<file path="config.mk">
export PLATFORM = sky130hd
export DESIGN_NAME = sfeq_queue
export DESIGN_NICKNAME = d
export VERILOG_FILES = /design/src/rtl/sfeq_pkg.sv /design/src/rtl/sfeq_queue.sv
export SDC_FILE = /design/constraint.sdc
export NUM_CORES = 1
export LEC_CHECK = 0
export ABC_AREA = 1
export BUFFER_PORTS_ARGS = -buffer_cell sky130_fd_sc_hd__buf_2
export CAP_MARGIN = 20
export CORE_ASPECT_RATIO = 2
export CORE_MARGIN = 2
export CORE_UTILIZATION = 52
export DETAILED_ROUTE_END_ITERATION = 10
export HOLD_SLACK_MARGIN = 0.15
export PLACE_DENSITY = 0.79
export SLEW_MARGIN = 20
export SYNTH_ARGS = -nofsm -noshare
export SYNTH_HDL_FRONTEND = slang
export SYNTH_SLANG_ARGS = --single-unit
</file>
<file path="constraint.sdc">
create_clock -name clk -period 5.1 [get_ports clk]
set_clock_uncertainty 0.1 [all_clocks]
set_input_delay 0.255 -clock clk [delete_from_list [all_inputs] [get_ports clk]]
set_output_delay 0.255 -clock clk [all_outputs]
set_load 0.01 [all_outputs]
</file>
<file path="src/rtl/sfeq_pkg.sv">
// shared types, constants and helpers of the stereo q15 fir equalizer
`timescale 1ns / 1ps
`default_nettype none
package sfeq_pkg;

	localparam int TAPS = 81;
	localparam int BANKS = 3;
	localparam int TAP_W = (TAPS > 1) ? $clog2(TAPS) : 1;
	localparam int FILL_W = $clog2(TAPS + 1);
	localparam int COEF_AW = $clog2(BANKS * TAPS);
	localparam int SW_W = 4;
	localparam int SAMPLE_W = 16;
	localparam int PROD_W = 32;
	localparam int ACC_W = 40;
	localparam int ROUND_HALF = 16384;
	localparam int FRAC_W = 15;
	localparam int SH_W = ACC_W - FRAC_W;
	localparam int QDEPTH = 2;
	localparam int QAW = (QDEPTH > 1) ? $clog2(QDEPTH) : 1;

	// coefficient bank codes
	localparam logic [1:0] BANK_LOW = 2'd0;
	localparam logic [1:0] BANK_BAND = 2'd1;
	localparam logic [1:0] BANK_HIGH = 2'd2;

	typedef enum logic {
		OP_SAMPLE = 1'b0,
		OP_LOAD = 1'b1
	} op_t;

	typedef enum logic [2:0] {
		MODE_BYPASS,
		MODE_LOW,
		MODE_BAND,
		MODE_HIGH,
		MODE_MUTE
	} mode_t;

	typedef enum logic [2:0] {
		ST_IDLE,
		ST_MAC,
		ST_DRAIN,
		ST_ROUND,
		ST_SHIFT,
		ST_FINISH
	} state_t;

	typedef struct packed {
		logic operation;
		logic signed [SAMPLE_W-1:0] left_sample;
		logic signed [SAMPLE_W-1:0] right_sample;
		logic [1:0] coef_bank;
		logic [6:0] coef_index;
		logic signed [SAMPLE_W-1:0] coef_value;
	} in_item_t;

	typedef struct packed {
		logic signed [SAMPLE_W-1:0] left_out;
		logic signed [SAMPLE_W-1:0] right_out;
	} out_item_t;

	// classified command handed from front to back
	typedef struct packed {
		op_t op;
		logic signed [SAMPLE_W-1:0] left;
		logic signed [SAMPLE_W-1:0] right;
		logic [COEF_AW-1:0] coef_addr;
		logic signed [SAMPLE_W-1:0] coef_value;
	} cmd_t;

	function automatic mode_t pick_mode(logic [SW_W-1:0] sw);
		mode_t m;
		if (sw[0]) m = MODE_BYPASS;
		else if (sw[1]) m = MODE_LOW;
		else if (sw[2]) m = MODE_BAND;
		else if (sw[3]) m = MODE_HIGH;
		else m = MODE_MUTE;
		return m;
	endfunction

	function automatic logic [COEF_AW-1:0] bank_base(logic [1:0] bank);
		logic [COEF_AW-1:0] b;
		case (bank)
			BANK_LOW: b = '0;
			BANK_BAND: b = COEF_AW'(TAPS);
			BANK_HIGH: b = COEF_AW'(2 * TAPS);
			default: b = '0;
		endcase
		return b;
	endfunction

endpackage
`default_nettype wire

</file>
<file path="src/rtl/sfeq_queue.sv">
// short command queue between front and back
`timescale 1ns / 1ps
`default_nettype none
module sfeq_queue (
	input wire logic clk,
	input wire logic arst_n,
	input wire logic push_valid,
	output logic push_ready,
	input wire sfeq_pkg::cmd_t push_cmd,
	output logic pop_valid,
	input wire logic pop_ready,
	output sfeq_pkg::cmd_t pop_cmd
);
	import sfeq_pkg::*;

	cmd_t entry_q [QDEPTH];
	logic [QAW-1:0] wr_q;
	logic [QAW-1:0] rd_q;
	logic [QAW:0] cnt_q;
	logic push;
	logic pop;

	assign push_ready = cnt_q != (QAW + 1)'(QDEPTH);
	assign pop_valid = cnt_q != '0;
	assign pop_cmd = entry_q[rd_q];
	assign push = push_valid && push_ready;
	assign pop = pop_valid && pop_ready;

	always_ff @(posedge clk or negedge arst_n) begin
		if (!arst_n) begin
			wr_q <= '0;
			rd_q <= '0;
			cnt_q <= '0;
		end else begin
			if (push) begin
				wr_q <= (wr_q == QAW'(QDEPTH - 1)) ? '0 : wr_q + 1'b1;
			end
			if (pop) begin
				rd_q <= (rd_q == QAW'(QDEPTH - 1)) ? '0 : rd_q + 1'b1;
			end
			if (push && !pop) begin
				cnt_q <= cnt_q + 1'b1;
			end else if (pop && !push) begin
				cnt_q <= cnt_q - 1'b1;
			end
		end
	end

	always_ff @(posedge clk) begin
		if (push) begin
			entry_q[wr_q] <= push_cmd;
		end
	end

endmodule
`default_nettype wire

</file>
==> impl_metrics.sql <==
INSERT INTO impl_metrics (metric_group, metric, value, unit) VALUES
('run_status', 'run_status', 'complete, no violations', ''),
('clocking', 'cts.reportedPaths.clkPinSlew', '0.05', 'ns'),
('route', 'first_iter_violations', '226', ''),
('synth', 'yosys.area_share.simple', '16.1', '%'),
('synth', 'syn_area', '0.00438', 'sq mm'),
('synth', 'post_synth_fa_ha_maj_area_fraction', '0.286', '%'),
('die', 'die_width', '68.9', 'microns'),
('final_layout', 'nNetsFinal', '577', ''),
('die', 'boundaryPins', '120', ''),
('power', 'power.ir.vdd_worst', '0.457', 'mV'),
('power', 'power', '3.54', 'mW'),
('worst_setup_path', 'crit_path_end_kind', 'flop', ''),
('synth', 'synth_top_family_by_area', 'simple AND/OR/NAND/NOR gates', ''),
('final_layout', 'insertedDiodeCount', '0', ''),
('route', 'drt.antenna.violating_nets', '0', ''),
('grt', 'number_of_antenna_violations_at_the_first_check_in_global_routing', '0', ''),
('sta', 'worst_hold_slack', '0.220', 'ns'),
('synth', 'synth_compound_area_share', '0', '%'),
('die', 'core_area', '0.00823', 'sq mm'),
('grt', 'first_global_vias', '3169', ''),
('route', 'first_pass_iters', '4', ''),
('power', 'leakage', '2.72', 'nW'),
('synth', 'synth-seq-cells', '118', ''),
('grt', 'maximum_number_of_pins_on_one_net_before_global_route_repair', '59', ''),
('die', 'placement_rows', '47', ''),
('worst_setup_path', 'worst_ep_arrival_time', '2.28', 'ns'),
('route', 'drc', '0', ''),
('synth', 'yosysWarningCount', '0', ''),
('grt', 'grt_use_total', '21.7', '%'),
('sta', 'max_freq', '429', 'MHz'),
('final_layout', 'synthesis_to_layout_area_growth', '41.9', '%'),
('placement', 'place.detailed.hpwl', '5180', 'microns'),
('synth', 'post_synth.cell_area_avg', '13.4', 'sq um'),
('final_layout', 'stdcell_count', '626', ''),
('synth', 'muxShareOfSynthArea', '0', '%'),
('sta', 'final-hold-violation-count', '0', ''),
('worst_setup_path', 'crit_path_max_fanout', '30', ''),
('power', 'power.density_cell_area', '571', 'mW/mm^2'),
('sta', 'rsz0062_at_grt', 'no', ''),
('worst_setup_path', 'timing_worst_setup_path_type', 'reg2reg', ''),
('worst_setup_path', 'crit_path_start_kind', 'flop', ''),
('placement', 'placedCellCount', '534', ''),
('synth', 'post_synth_xor_area_fraction', '0.400', '%'),
('sta', 'min_period_over_period', '45.7', '%'),
('synth', 'synth_seq_area_share', '80.5', '%'),
('placement', 'finalWeightedCongestion', '0.762', ''),
('sta', 'timing.slew.headroom', '35.5', '%'),
('clocking', 'numCtsBuffers', '17', ''),
('route', 'detail_route.wl_per_cell', '14.4', 'microns'),
('clocking', 'postCtsSetupRepairBufs', '0', ''),
('worst_setup_path', 'required', '5.05', 'ns'),
('hold_path', 'hold_path_class', 'in2reg', ''),
('clocking', 'clk_latency', '0.40', 'ns'),
('worst_setup_path', 'setup.reg_to_reg.worst_slack', '2.77', 'ns'),
('final_layout', 'drive_gt1_share', '28.8', '%'),
('grt', 'grt_first_pass_wirelength', '14100', 'microns'),
('grt', 'grt_overflow', '0', ''),
('synth', 'post_synth_inst_count', '327', ''),
('route', 'postRouteWirelength', '9040', 'microns'),
('clocking', 'clock_sinks', '118', ''),
('route', 'vias_per_inst', '4.88', ''),
('sta', 'final-max-slew-violation-count', '0', ''),
('clocking', 'cts.path.max_buffers', '2', ''),
('synth', 'yosysUniqueCellTypes', '14', ''),
('job', 'maxCapViolations', '0', ''),
('route', 'routed-via-count', '3052', ''),
('die', 'initial_core_util', '53.2', '%'),
('clocking', 'h-tree-depth', '4', ''),
('die', 'chipHeight', '134', 'microns'),
('clocking', 'clock_tree.root_cell', 'sky130_fd_sc_hd__clkbuf_16', ''),
('sta', 'final-setup-viol-count', '0', ''),
('die', 'fp.dieArea', '0.00921', 'sq mm'),
('sta', 'timing_worst_slew_pin_value', '0.966', 'ns'),
('sta', 'period_minus_slack', '2.33', 'ns'),
('sta', 'fin_tns_setup', '0', 'ns'),
('synth', 'synth_fp_nets', '389', ''),
('clocking', 'clock_tree_from_tritoncts', 'done', ''),
('placement', 'port_buffers', '119', '');
==> worst paths after layout <==
| check | endpoint | cells past startpoint | from |
|---|---|---|---|
| setup / recovery | entry_q[0][41] | 5 | cnt_q[0] |
| hold / removal | wr_q | 3 | push_valid |
| hold reg to reg | cnt_q[0] | 1 | cnt_q[0] |
| min in group asynchronous | wr_q | 3 | arst_n |
| setup reg to reg | entry_q[0][41] | 5 | cnt_q[0] |
| max in group asynchronous | rd_q | 3 | arst_n |
==> per-layer routing <==
metal | vias to the layer above | track usage [%] | wire length, microns
met5 | - | 0 | 0
met4 | 0 | 12.0 | 363
met3 | 32 | 8.19 | 492
met2 | 125 | 37.1 | 5190
met1 | 1423 | 21.5 | 3000
li1 | 1472 | - | -
==> state kept, by name (all words and copies together) (netlist names) <==
signal / cells
rd_q: 1
wr_q: 1
cnt_q: 2
entry_q: 114
==> per-stage QoR <==
step / cell area (sq um) / util, % / worst slack (ns)
floorplan: 4380 / - / 1.47
global placement: 5040 / 61.2 / 2.83
detailed placement: 5040 / 61.2 / 2.75
CTS: 6210 / 75.4 / 2.73
global route: 6210 / 75.4 / 2.56
finish: 6210 / 75.4 / 2.77
==> logic make-up (layout without fill, tap and decap cells) <==
logic type | Yosys count | count (layout)
fa+ha+maj | 1 | 1
simple gates | 186 | 186
flops | 118 | 118
xor+xnor | 2 | 2
buf+inv | 20 | 221
==> cell usage after synthesis <==
cell | n | share of area (%)
sky130_fd_sc_hd__nand2_1 | 181 | 16
sky130_fd_sc_hd__edfxtp_1 | 114 | 78
sky130_fd_sc_hd__buf_2 | 7 | 0.80
sky130_fd_sc_hd__inv_1 | 6 | 0.51
sky130_fd_sc_hd__buf_6 | 4 | 1.0
sky130_fd_sc_hd__dfrtp_1 | 4 | 2.3
sky130_fd_sc_hd__buf_4 | 2 | 0.34
sky130_fd_sc_hd__nand3_1 | 2 | 0.23
sky130_fd_sc_hd__nor2_1 | 2 | 0.17
sky130_fd_sc_hd__ha_1 | 1 | 0.29
sky130_fd_sc_hd__inv_2 | 1 | 0.086
sky130_fd_sc_hd__nand4_1 | 1 | 0.14
sky130_fd_sc_hd__xnor2_1 | 1 | 0.20
sky130_fd_sc_hd__xor2_1 | 1 | 0.20
==> worst max-delay path: stages (launching register included) <==
cell and delay [ns]:
sky130_fd_sc_hd__dfrtp_1 0.39, sky130_fd_sc_hd__inv_1 0.08, sky130_fd_sc_hd__nand2_1 0.08, sky130_fd_sc_hd__nand2_1 0.17, sky130_fd_sc_hd__nor2_4 0.64, sky130_fd_sc_hd__buf_4 0.50
==> power breakdown <==
group,internal (mW),switching [mW]
logic,0.351,0.676
clock network,0.753,0.375
registers,1.33,0.0590
==> cells in the final DEF (no fill, tap or decap), types with 2 or more instances in the layout <==
cell,netlist,layout
sky130_fd_sc_hd__buf_2,7,119
sky130_fd_sc_hd__dfrtp_1,4,3
sky130_fd_sc_hd__clkbuf_16,0,17
sky130_fd_sc_hd__dlygate4sd3_1,0,60
sky130_fd_sc_hd__clkinv_2,0,5
sky130_fd_sc_hd__inv_1,6,6
sky130_fd_sc_hd__clkinv_1,0,4
sky130_fd_sc_hd__bufinv_16,0,3
sky130_fd_sc_hd__nand3_1,2,2
sky130_fd_sc_hd__nand2_1,181,181
sky130_fd_sc_hd__edfxtp_1,114,114
sky130_fd_sc_hd__buf_4,2,3
sky130_fd_sc_hd__clkbuf_1,0,2
sky130_fd_sc_hd__nor2_4,0,2
==> final cells by class <==
cell class / count / area, sq um
inverter: 7 / 26.3
sequential: 118 / 3520
fill: 496 / 2020
multi-input combinational: 189 / 748
timing repair buffer: 182 / 1220
clock inverter: 13 / 138
clock buffer: 19 / 433
tap: 98 / 123
==> what timing repair did <==
item / 4_1_cts / 5_1_grt
hold endpoints to repair: 119 / 0
hold buffers: 60 / 0
gates resized for setup: 0 / 0
Note: power is estimated with default switching activity, not from simulation.
