===== src/rtl/sfeq_pkg.sv =====
// shared types, constants and helpers of the stereo q15 fir equalizer
`timescale 1ns / 1ps
`default_nettype none
package sfeq_pkg;

	localparam int TAPS = 81;
	localparam int BANKS = 3;
	localparam int TAP_W = (TAPS > 1) ? $clog2(TAPS) : 1;
	localparam int FILL_W = $clog2(TAPS + 1);
	localparam int COEF_AW = $clog2(BANKS * TAPS);
	localparam int SW_W = 4;
	localparam int SAMPLE_W = 16;
	localparam int PROD_W = 32;
	localparam int ACC_W = 40;
	localparam int ROUND_HALF = 16384;
	localparam int FRAC_W = 15;
	localparam int SH_W = ACC_W - FRAC_W;
	localparam int QDEPTH = 2;
	localparam int QAW = (QDEPTH > 1) ? $clog2(QDEPTH) : 1;

	// coefficient bank codes
	localparam logic [1:0] BANK_LOW = 2'd0;
	localparam logic [1:0] BANK_BAND = 2'd1;
	localparam logic [1:0] BANK_HIGH = 2'd2;

	typedef enum logic {
		OP_SAMPLE = 1'b0,
		OP_LOAD = 1'b1
	} op_t;

	typedef enum logic [2:0] {
		MODE_BYPASS,
		MODE_LOW,
		MODE_BAND,
		MODE_HIGH,
		MODE_MUTE
	} mode_t;

	typedef enum logic [2:0] {
		ST_IDLE,
		ST_MAC,
		ST_DRAIN,
		ST_ROUND,
		ST_SHIFT,
		ST_FINISH
	} state_t;

	typedef struct packed {
		logic operation;
		logic signed [SAMPLE_W-1:0] left_sample;
		logic signed [SAMPLE_W-1:0] right_sample;
		logic [1:0] coef_bank;
		logic [6:0] coef_index;
		logic signed [SAMPLE_W-1:0] coef_value;
	} in_item_t;

	typedef struct packed {
		logic signed [SAMPLE_W-1:0] left_out;
		logic signed [SAMPLE_W-1:0] right_out;
	} out_item_t;

	// classified command handed from front to back
	typedef struct packed {
		op_t op;
		logic signed [SAMPLE_W-1:0] left;
		logic signed [SAMPLE_W-1:0] right;
		logic [COEF_AW-1:0] coef_addr;
		logic signed [SAMPLE_W-1:0] coef_value;
	} cmd_t;

	function automatic mode_t pick_mode(logic [SW_W-1:0] sw);
		mode_t m;
		if (sw[0]) m = MODE_BYPASS;
		else if (sw[1]) m = MODE_LOW;
		else if (sw[2]) m = MODE_BAND;
		else if (sw[3]) m = MODE_HIGH;
		else m = MODE_MUTE;
		return m;
	endfunction

	function automatic logic [COEF_AW-1:0] bank_base(logic [1:0] bank);
		logic [COEF_AW-1:0] b;
		case (bank)
			BANK_LOW: b = '0;
			BANK_BAND: b = COEF_AW'(TAPS);
			BANK_HIGH: b = COEF_AW'(2 * TAPS);
			default: b = '0;
		endcase
		return b;
	endfunction

endpackage
`default_nettype wire


===== src/rtl/sfeq_front.sv =====
// front stage: accepts items, drops bad coefficient loads, forms commands
`timescale 1ns / 1ps
`default_nettype none
module sfeq_front (
	input wire logic clk,
	input wire logic arst_n,
	input wire logic in_valid,
	output logic in_ready,
	input wire sfeq_pkg::in_item_t in_data,
	output logic cmd_valid,
	input wire logic cmd_ready,
	output sfeq_pkg::cmd_t cmd
);
	import sfeq_pkg::*;

	logic load_ok;
	logic keep;
	logic hold_v_q;
	cmd_t hold_q;
	cmd_t cmd_new;

	// loads to bank 3 or past the last tap are swallowed
	assign load_ok = (in_data.coef_bank == BANK_LOW || in_data.coef_bank == BANK_BAND ||
		in_data.coef_bank == BANK_HIGH) && ({2'b00, in_data.coef_index} < 9'(TAPS));
	assign keep = (in_data.operation == OP_SAMPLE) || load_ok;

	always_comb begin
		cmd_new.op = op_t'(in_data.operation);
		cmd_new.left = in_data.left_sample;
		cmd_new.right = in_data.right_sample;
		cmd_new.coef_addr = bank_base(in_data.coef_bank) + COEF_AW'(in_data.coef_index);
		cmd_new.coef_value = in_data.coef_value;
	end

	assign in_ready = !hold_v_q || cmd_ready;
	assign cmd_valid = hold_v_q;
	assign cmd = hold_q;

	always_ff @(posedge clk or negedge arst_n) begin
		if (!arst_n) begin
			hold_v_q <= 1'b0;
		end else if (in_valid && in_ready) begin
			hold_v_q <= keep;
		end else if (cmd_ready) begin
			hold_v_q <= 1'b0;
		end
	end

	always_ff @(posedge clk) begin
		if (in_valid && in_ready && keep) begin
			hold_q <= cmd_new;
		end
	end

endmodule
`default_nettype wire


===== config.mk =====
export PLATFORM = sky130hd
export DESIGN_NAME = sfeq_front
export DESIGN_NICKNAME = d
export VERILOG_FILES = /design/src/rtl/sfeq_pkg.sv /design/src/rtl/sfeq_front.sv
export SDC_FILE = /design/constraint.sdc
export NUM_CORES = 1
export LEC_CHECK = 0
export BUFFER_PORTS_ARGS = -buffer_cell sky130_fd_sc_hd__buf_2
export CORE_ASPECT_RATIO = 0.7
export CORE_MARGIN = 2
export CORE_UTILIZATION = 47
export CTS_BUF_LIST = sky130_fd_sc_hd__clkbuf_16
export CTS_CLUSTER_SIZE = 10
export DETAILED_ROUTE_END_ITERATION = 8
export HOLD_SLACK_MARGIN = 0.06
export PLACE_DENSITY_LB_ADDON = 0.3
export SETUP_SLACK_MARGIN = 0.5
export SLEW_MARGIN = 20
export SYNTH_ARGS = -nofsm -noshare
export SYNTH_HDL_FRONTEND = slang
export SYNTH_SLANG_ARGS = --single-unit

===== constraint.sdc =====
create_clock -name clk -period 5.5 [get_ports clk]
set_input_delay 1.65 -clock clk [delete_from_list [all_inputs] [get_ports clk]]
set_output_delay 1.65 -clock clk [all_outputs]
set_load 0.005 [all_outputs]

==> summary.md, run 1 <==
| Metric | Value |
|---|---|
| Core area | 0.00440 mm² |
| Initial Util | between 40% and 50% |
| Distinct cells, synth | 36 |
| Main synth FF type | edfxtp_1 |
| Vias in the first global route | 1289 |
| Share of layout cells above drive strength 1 | 56.4% |
| Register area share after synthesis | 79.1% |
| Crit path DAT | 2.04 ns |
| Unrepaired setup endpoints after global routing | false |
| WL met3 | 414 µm |
| Highest metal used | met4 |
| Total grt overflow | 0 |
| Die H | just over 60 µm |
| Synth Area per Inst | 18.1 µm² |
| Setup TNS | 0 ns |
| Synthesized net count | around 180 |
| Power per Cell Area | 359 mW/mm² |
| Rows | 20 |
| Final min period | 3.69 ns |
| Kind of critical path | in -> out |
| Top-count cell post-synth | edfxtp_1 |
| Yosys reg bits | 58 |
| Top cells by area, synth | edfxtp_1 78%, buf_6 2.1%, xnor2_1 2.0%, a21oi_1 1.1%, dfrtp_1 1.1% |
| Post-route DRC | 0 |
| M1 wire length | ~1800 µm |
| DR WL/cell | 14.5 µm |
| Min-delay worst type | reg -> reg |
| CP max FO | 3 |
| Hold Crit Endpoint | cmd_valid |
| VDD IR max | 303 µV |
| Worst-Skew Late Latency | 0.31 ns |
| P_sw | 0.000236 W |
| Total track usage | between 15 and 20% |
| Antenna violations before repair | 0 |
| Clock group share of total power | a little over two fifths |
| Yosys warning count | 0 |
| Ys async rst share | 1.72% |
| Die Wd | 85.7 µm |
| Final core occ | 69.9% |
| Leak pwr | 1.32 nW |
| Outcome | finished, final reports clean |
| Ports | between 100 and 150 |
| WL met2 | 2210 µm |
| Final Skew | 0.00221 ns |
| CTS clk-pin slew, worst paths | ~0.050 ns |
| Final Max Tran Viols | 0 |
| Fmax | 271 MHz |
| First-pass GRT wire length | 6250 µm |
| CTS Buffer Depth | 2 |
| Die ar. | 0.00524 mm² |
| Number of flops mapped to enable cells by yosys | 57 |
| CTS root buf | clkbuf_16 |
| Final GP Congestion | 0.913 |
| DR vias/cell | 4.82 |
| Relative slew slack | 54.5% |
| Detailed Place HPWL | 3340 µm |
| H-tree level count | 3 |
| R2r setup slk | 3.92 ns |
| Seq pwr share | 47.9% |
| Hold buffers post-CTS | 0 |
| Final cycle utilization of the critical path | 67.1% |
| Port bufs | between 100 and 150 |
| Cells after synthesis | 121 |
| Post-Route WL | approximately 4400 µm |
| R2R depth | 3 |
| Worst r2r src | cmd_valid |
| Worst slew pin tran | 0.683 ns |
| Hold path cells | 2 |
| ANT nets after route | 0 |
| Post-CTS setup buffers | 0 |
| Hold Crit Start | cmd_valid |
| Worst Path Required | 3.85 ns |
| Inserted Diodes | 0 |
| Min Hold Slack | 0.542 ns |
| Routed via count | approximately 1500 |
| Largest net degree at the start of global routing | 58 |
| Critical Path End Type | primary output |
| Drt pass-1 iters | 4 |
| Clk sinks | 58 |
| Synth-to-layout area growth | 40.4% |
| Synthesized cell area | 0.00219 mm² |
| Worst R2R End | cmd[36] |
| Post-synth top area cell | edfxtp_1 |
| CP Launch Type | input pin |
| Switch share | 21.3% |
| Post-CTS sizing | 0 |
| Internal Power | about 0.00087 W |
| Total Nets Final | ~310 |
| TritonCTS clock tree | built |
| Post-synth top cells | 57 x edfxtp_1, 5 x a21oi_1, 5 x nand2_1, 5 x xnor2_1 |
| Combinational share of power | 8.5% |
| Iteration-0 DRC count of the detailed router | 38 |
| Yosys top cell area share | about 78% |
| Fin. Hold Viols | 0 |
| Max cap viols | 0 |
| Count of final setup violators | 0 |
| Number of buffers created by CTS | 9 |
through the flow:
step                      setup WS [ns]  power (W)  instance area [µm²]  instances
after CTS                          1.80    0.00112                 3080        305
after global routing               1.78    0.00115                 3080        305
after floorplan                    1.12   0.000580                 2200        121
final                              1.81    0.00110                 3080        305
after detailed placement           1.80   0.000633                 2810        289
after global placement             1.82   0.000630                 2810        289
layer usage:
metal	vias up	GRT usage (%)
li1	718	-
met1	671	19.5
met2	77	27.3
met3	4	9.12
met4	0	6.12
met5	-	0
state kept, by name (all words and copies together) (netlist names):
name / count
cmd: 57
cmd_valid: 1
kinds of logic after synthesis:
| family | share of synthesized area, % |
|---|---|
| flip-flops | 79.1 |
| AND/OR/NAND/NOR | 6.90 |
| AO/OA/AOI/OAI | 6.73 |
| buffers and inverters | 3.88 |
| XOR/XNOR | 2.79 |
| adder cells (fa/ha/maj) | 0.570 |
cells in the final DEF, fill, tap and decap left out, types with 2 or more instances in the layout:
cell type and n:
a21oi_1 5, clkbuf_16 9, buf_2 120, clkinv_2 2
nand3b_1 3, clkinvlp_4 2, edfxtp_1 57, nand3_1 4
and2b_2 2, nand2_1 5, inv_1 5, xnor2_1 5
nand4_1 2, nor2_1 2, xor2_1 2
critical path, stage by stage:
cell and delay, ns:
buf_2 0.09, nand2b_1 0.16, buf_2 0.14
power groups by stage:
stage	sequential (W)	combinational, W	clock (W)
3_5_place_dp	0.000537	0.0000953	0
4_1_cts	0.000529	0.0000953	0.000492
3_3_place_gp	0.000536	0.0000939	0
5_1_grt	0.000531	0.000104	0.000517
2_1_floorplan	0.000542	0.0000377	0
6_report	0.000529	0.0000942	0.000482
worst max-delay path by stage:
| stage | slack (ns) | end | startpoint | cells after the start |
|---|---|---|---|---|
| 5_1_grt | 1.78 | in_ready | cmd_ready | 3 |
| 4_1_cts | 1.80 | in_ready | cmd_ready | 3 |
| 3_5_place_dp | 1.80 | in_ready | cmd_ready | 3 |
| 6_report | 1.81 | in_ready | cmd_ready | 3 |
| 2_1_floorplan | 1.12 | cmd[0] | in_data[19] | 5 |
| 3_3_place_gp | 1.82 | in_ready | cmd_ready | 3 |
final cells by class:
type,count,area (µm²)
fillers,334,1320
clock inverters,7,46.3
inverters,4,15.0
multi-input cells,51,380
flip-flops and latches,58,1740
repair buffers,121,608
clock buffers,9,225
well taps,55,68.8
No activity file was read; power rests on OpenSTA's default activity.
==> run 2: changes to the inputs <==
--- a/config.mk
+++ b/config.mk
@@ -8,7 +8,7 @@
 export BUFFER_PORTS_ARGS = -buffer_cell sky130_fd_sc_hd__buf_2
 export CORE_ASPECT_RATIO = 0.7
 export CORE_MARGIN = 2
-export CORE_UTILIZATION = 47
+export CORE_UTILIZATION = 44
 export CTS_BUF_LIST = sky130_fd_sc_hd__clkbuf_16
 export CTS_CLUSTER_SIZE = 10
 export DETAILED_ROUTE_END_ITERATION = 8
==> constraint.sdc (replaced) <==
create_clock -name clk -period 3.7 [get_ports clk]
set_input_delay 1.11 -clock clk [delete_from_list [all_inputs] [get_ports clk]]
set_output_delay 1.11 -clock clk [all_outputs]
set_load 0.005 [all_outputs]
==> run 2 against run 1 <==
- clock power grew 81%
- sequential share of layout area shrank 1.5 points
- clock skew grew 0.0044 ns
- cell count grew 4.6%
- flip-flop and latch count is the same
- global-route usage shrank 0.088 points
- wire length grew 2.3%
- via count grew 1.5%
- critical path type is now in -> reg
- largest cell class unchanged
- largest power group is now the clock network
- highest routed layer unchanged
==> summary.md, run 2 (synthesis gave the netlist of run 1 again) <==
| Metric | Value |
|---|---|
| Final cycle utilization of the critical path | a little under three quarters |
| Post-CTS sizing | 0 |
| Detailed Place HPWL | ~3400 µm |
| TritonCTS clock tree | built |
| CTS root buf | clkbuf_16 |
| First-pass GRT wire length | ~6700 µm |
| Crit-path cells | buf_2 -> and2b_2 -> xor2_1 -> ha_1 -> nand2_1 -> o221ai_1 -> a2111oi_0 -> nor4_1 |
| P_sw | 0.000364 W |
| Post-layout power | around 0.0018 W |
| Final non-filler cell total | 319 |
| Rows | 21 |
| Fmax | 379 MHz |
| Vias in the first global route | 1392 |
| Die H | about 63 µm |
| Worst slew pin tran | 0.366 ns |
| Hold path cells | 2 |
| Max cap viols | 0 |
| Drt pass-1 iters | 6 |
| Share of layout cells above drive strength 1 | 56.8% |
| Seq pwr share | between 40% and 50% |
| Final-layout fill cell count | 386 |
| CP max FO | 11 |
| Min-delay worst type | reg -> reg |
| Commonest cells after routing, fill and taps aside | 120 x buf_2, 57 x edfxtp_1, 9 x clkbuf_16 |
| Fin area | between 0.003 and 0.004 mm² |
| CTS clk-pin slew, worst paths | about 0.05 ns |
| Outcome | finished, final reports clean |
| Worst-Skew Late Latency | around 0.31 ns |
| Placed instance area | 0.00284 mm² |
| Unrepaired setup endpoints after global routing | false |
| Final Max Tran Viols | 0 |
| Synth-to-layout area growth | 44.2% |
| Count of final setup violators | 0 |
| Max stage delay on crit path | 0.43 ns |
| Post-CTS setup buffers | 0 |
| Final Skew | 0.00666 ns |
| Initial Util | 45.9% |
| Dpl cells | just over 300 |
| Relative slew slack | around 75% |
| Max FFs per register | 57 |
| Switch share | 20.2% |
| Number of buffers created by CTS | 9 |
| DR WL/cell | 14.2 µm |
| DR vias/cell | 4.68 |
| Iteration-0 DRC count of the detailed router | 96 |
| Commonest non-fill, non-tap cell in the layout | buf_2 |
| CTS Buffer Depth | 2 |
| Total grt overflow | 0 |
| Largest net degree at the start of global routing | 58 |
| R2R depth | 3 |
| Internal Power | 0.00144 W |
| Setup TNS | 0 ns |
| Inserted Diodes | 0 |
| Combinational share of power | 8.0% |
| Leak pwr | around 1.3 nW |
| CP Launch Type | input pin |
| Final min period | 2.64 ns |
| VDD IR max | ~290 µV |
| Crit path DAT | 2.69 ns |
| Post-route DRC | 0 |
| H-tree level count | 3 |
| Fin. Hold Viols | 0 |
| Slowest-stage cell, CP | a2111oi_0 |
| Worst Path Required | 3.75 ns |
| Clk sinks | 58 |
| Total Nets Final | approximately 310 |
| Min Hold Slack | 0.542 ns |
| Ports | 121 |
| Routed via count | 1492 |
| Hold buffers post-CTS | 0 |
| Critical Path End Type | flip-flop |
| Die ar. | 0.00558 mm² |
| Power per Cell Area | 569 mW/mm² |
| Port bufs | 120 |
| Post-Route WL | 4530 µm |
| Final GP Congestion | 0.828 |
| Clock group share of total power | 48.5% |
| Total track usage | 16.8% |
| Antenna violations before repair | 0 |
| ANT nets after route | 0 |
| Kind of critical path | in -> reg |
| Core area | 0.00478 mm² |
| Die Wd | 88.4 µm |
==> run 2: final timing paths <==
kind	start	end	slack, ns
worst min register to register	cmd_valid	cmd_valid	0.54
max in group asynchronous	arst_n	cmd_valid	3.06
worst max register to register	cmd_valid	cmd[1]	2.39
min in group asynchronous	arst_n	cmd_valid	0.56
worst max-delay path	in_data[23]	cmd[22]	1.06
worst min-delay path	cmd_valid	cmd_valid	0.54
==> run 2: worst max-delay path: cells and delay by family <==
kind	cells	cell delay (ns)
XOR/XNOR	1	0.15
AO/OA/AOI/OAI	2	0.56
buffers and inverters	1	0.17
AND/OR/NAND/NOR	3	0.45
adder cells (fa/ha/maj)	1	0.24
==> run 2: layer usage <==
metal  vias to the layer above  track usage [%]  wire length, µm
met4                         0             7.39               67
met5                         -                0                0
met1                       685             19.6             1870
li1                        718                -                -
met3                         6             7.34              412
met2                        83             26.7             2190
==> run 2: cell type report <==
cell class / count / area [µm²] / share of cell area (%)
multi-input cells: 51 / 380 / 12.0
flip-flops and latches: 58 / 1740 / 54.9
inverters: 4 / 15.0 / 0.474
repair buffers: 121 / 621 / 19.6
clock buffers: 9 / 225 / 7.11
clock inverters: 7 / 101 / 3.20
well taps: 69 / 86.3 / 2.73
==> run 2: per-stage QoR <==
step                      worst slack, ns  utilization [%]
after global routing                0.927             66.2
after global placement              0.768             59.4
after floorplan                     0.473                -
after detailed placement            0.709             59.4
final                                1.06             66.2
after CTS                            1.07             66.2
==> run 2: power groups by stage <==
stage | clock network, W | logic [W] | registers (W)
global placement | 0 | 0.000144 | 0.000796
global route | 0.000927 | 0.000159 | 0.000789
detailed placement | 0 | 0.000146 | 0.000798
CTS | 0.000894 | 0.000146 | 0.000785
floorplan | 0 | 0.0000576 | 0.000805
finish | 0.000874 | 0.000144 | 0.000785
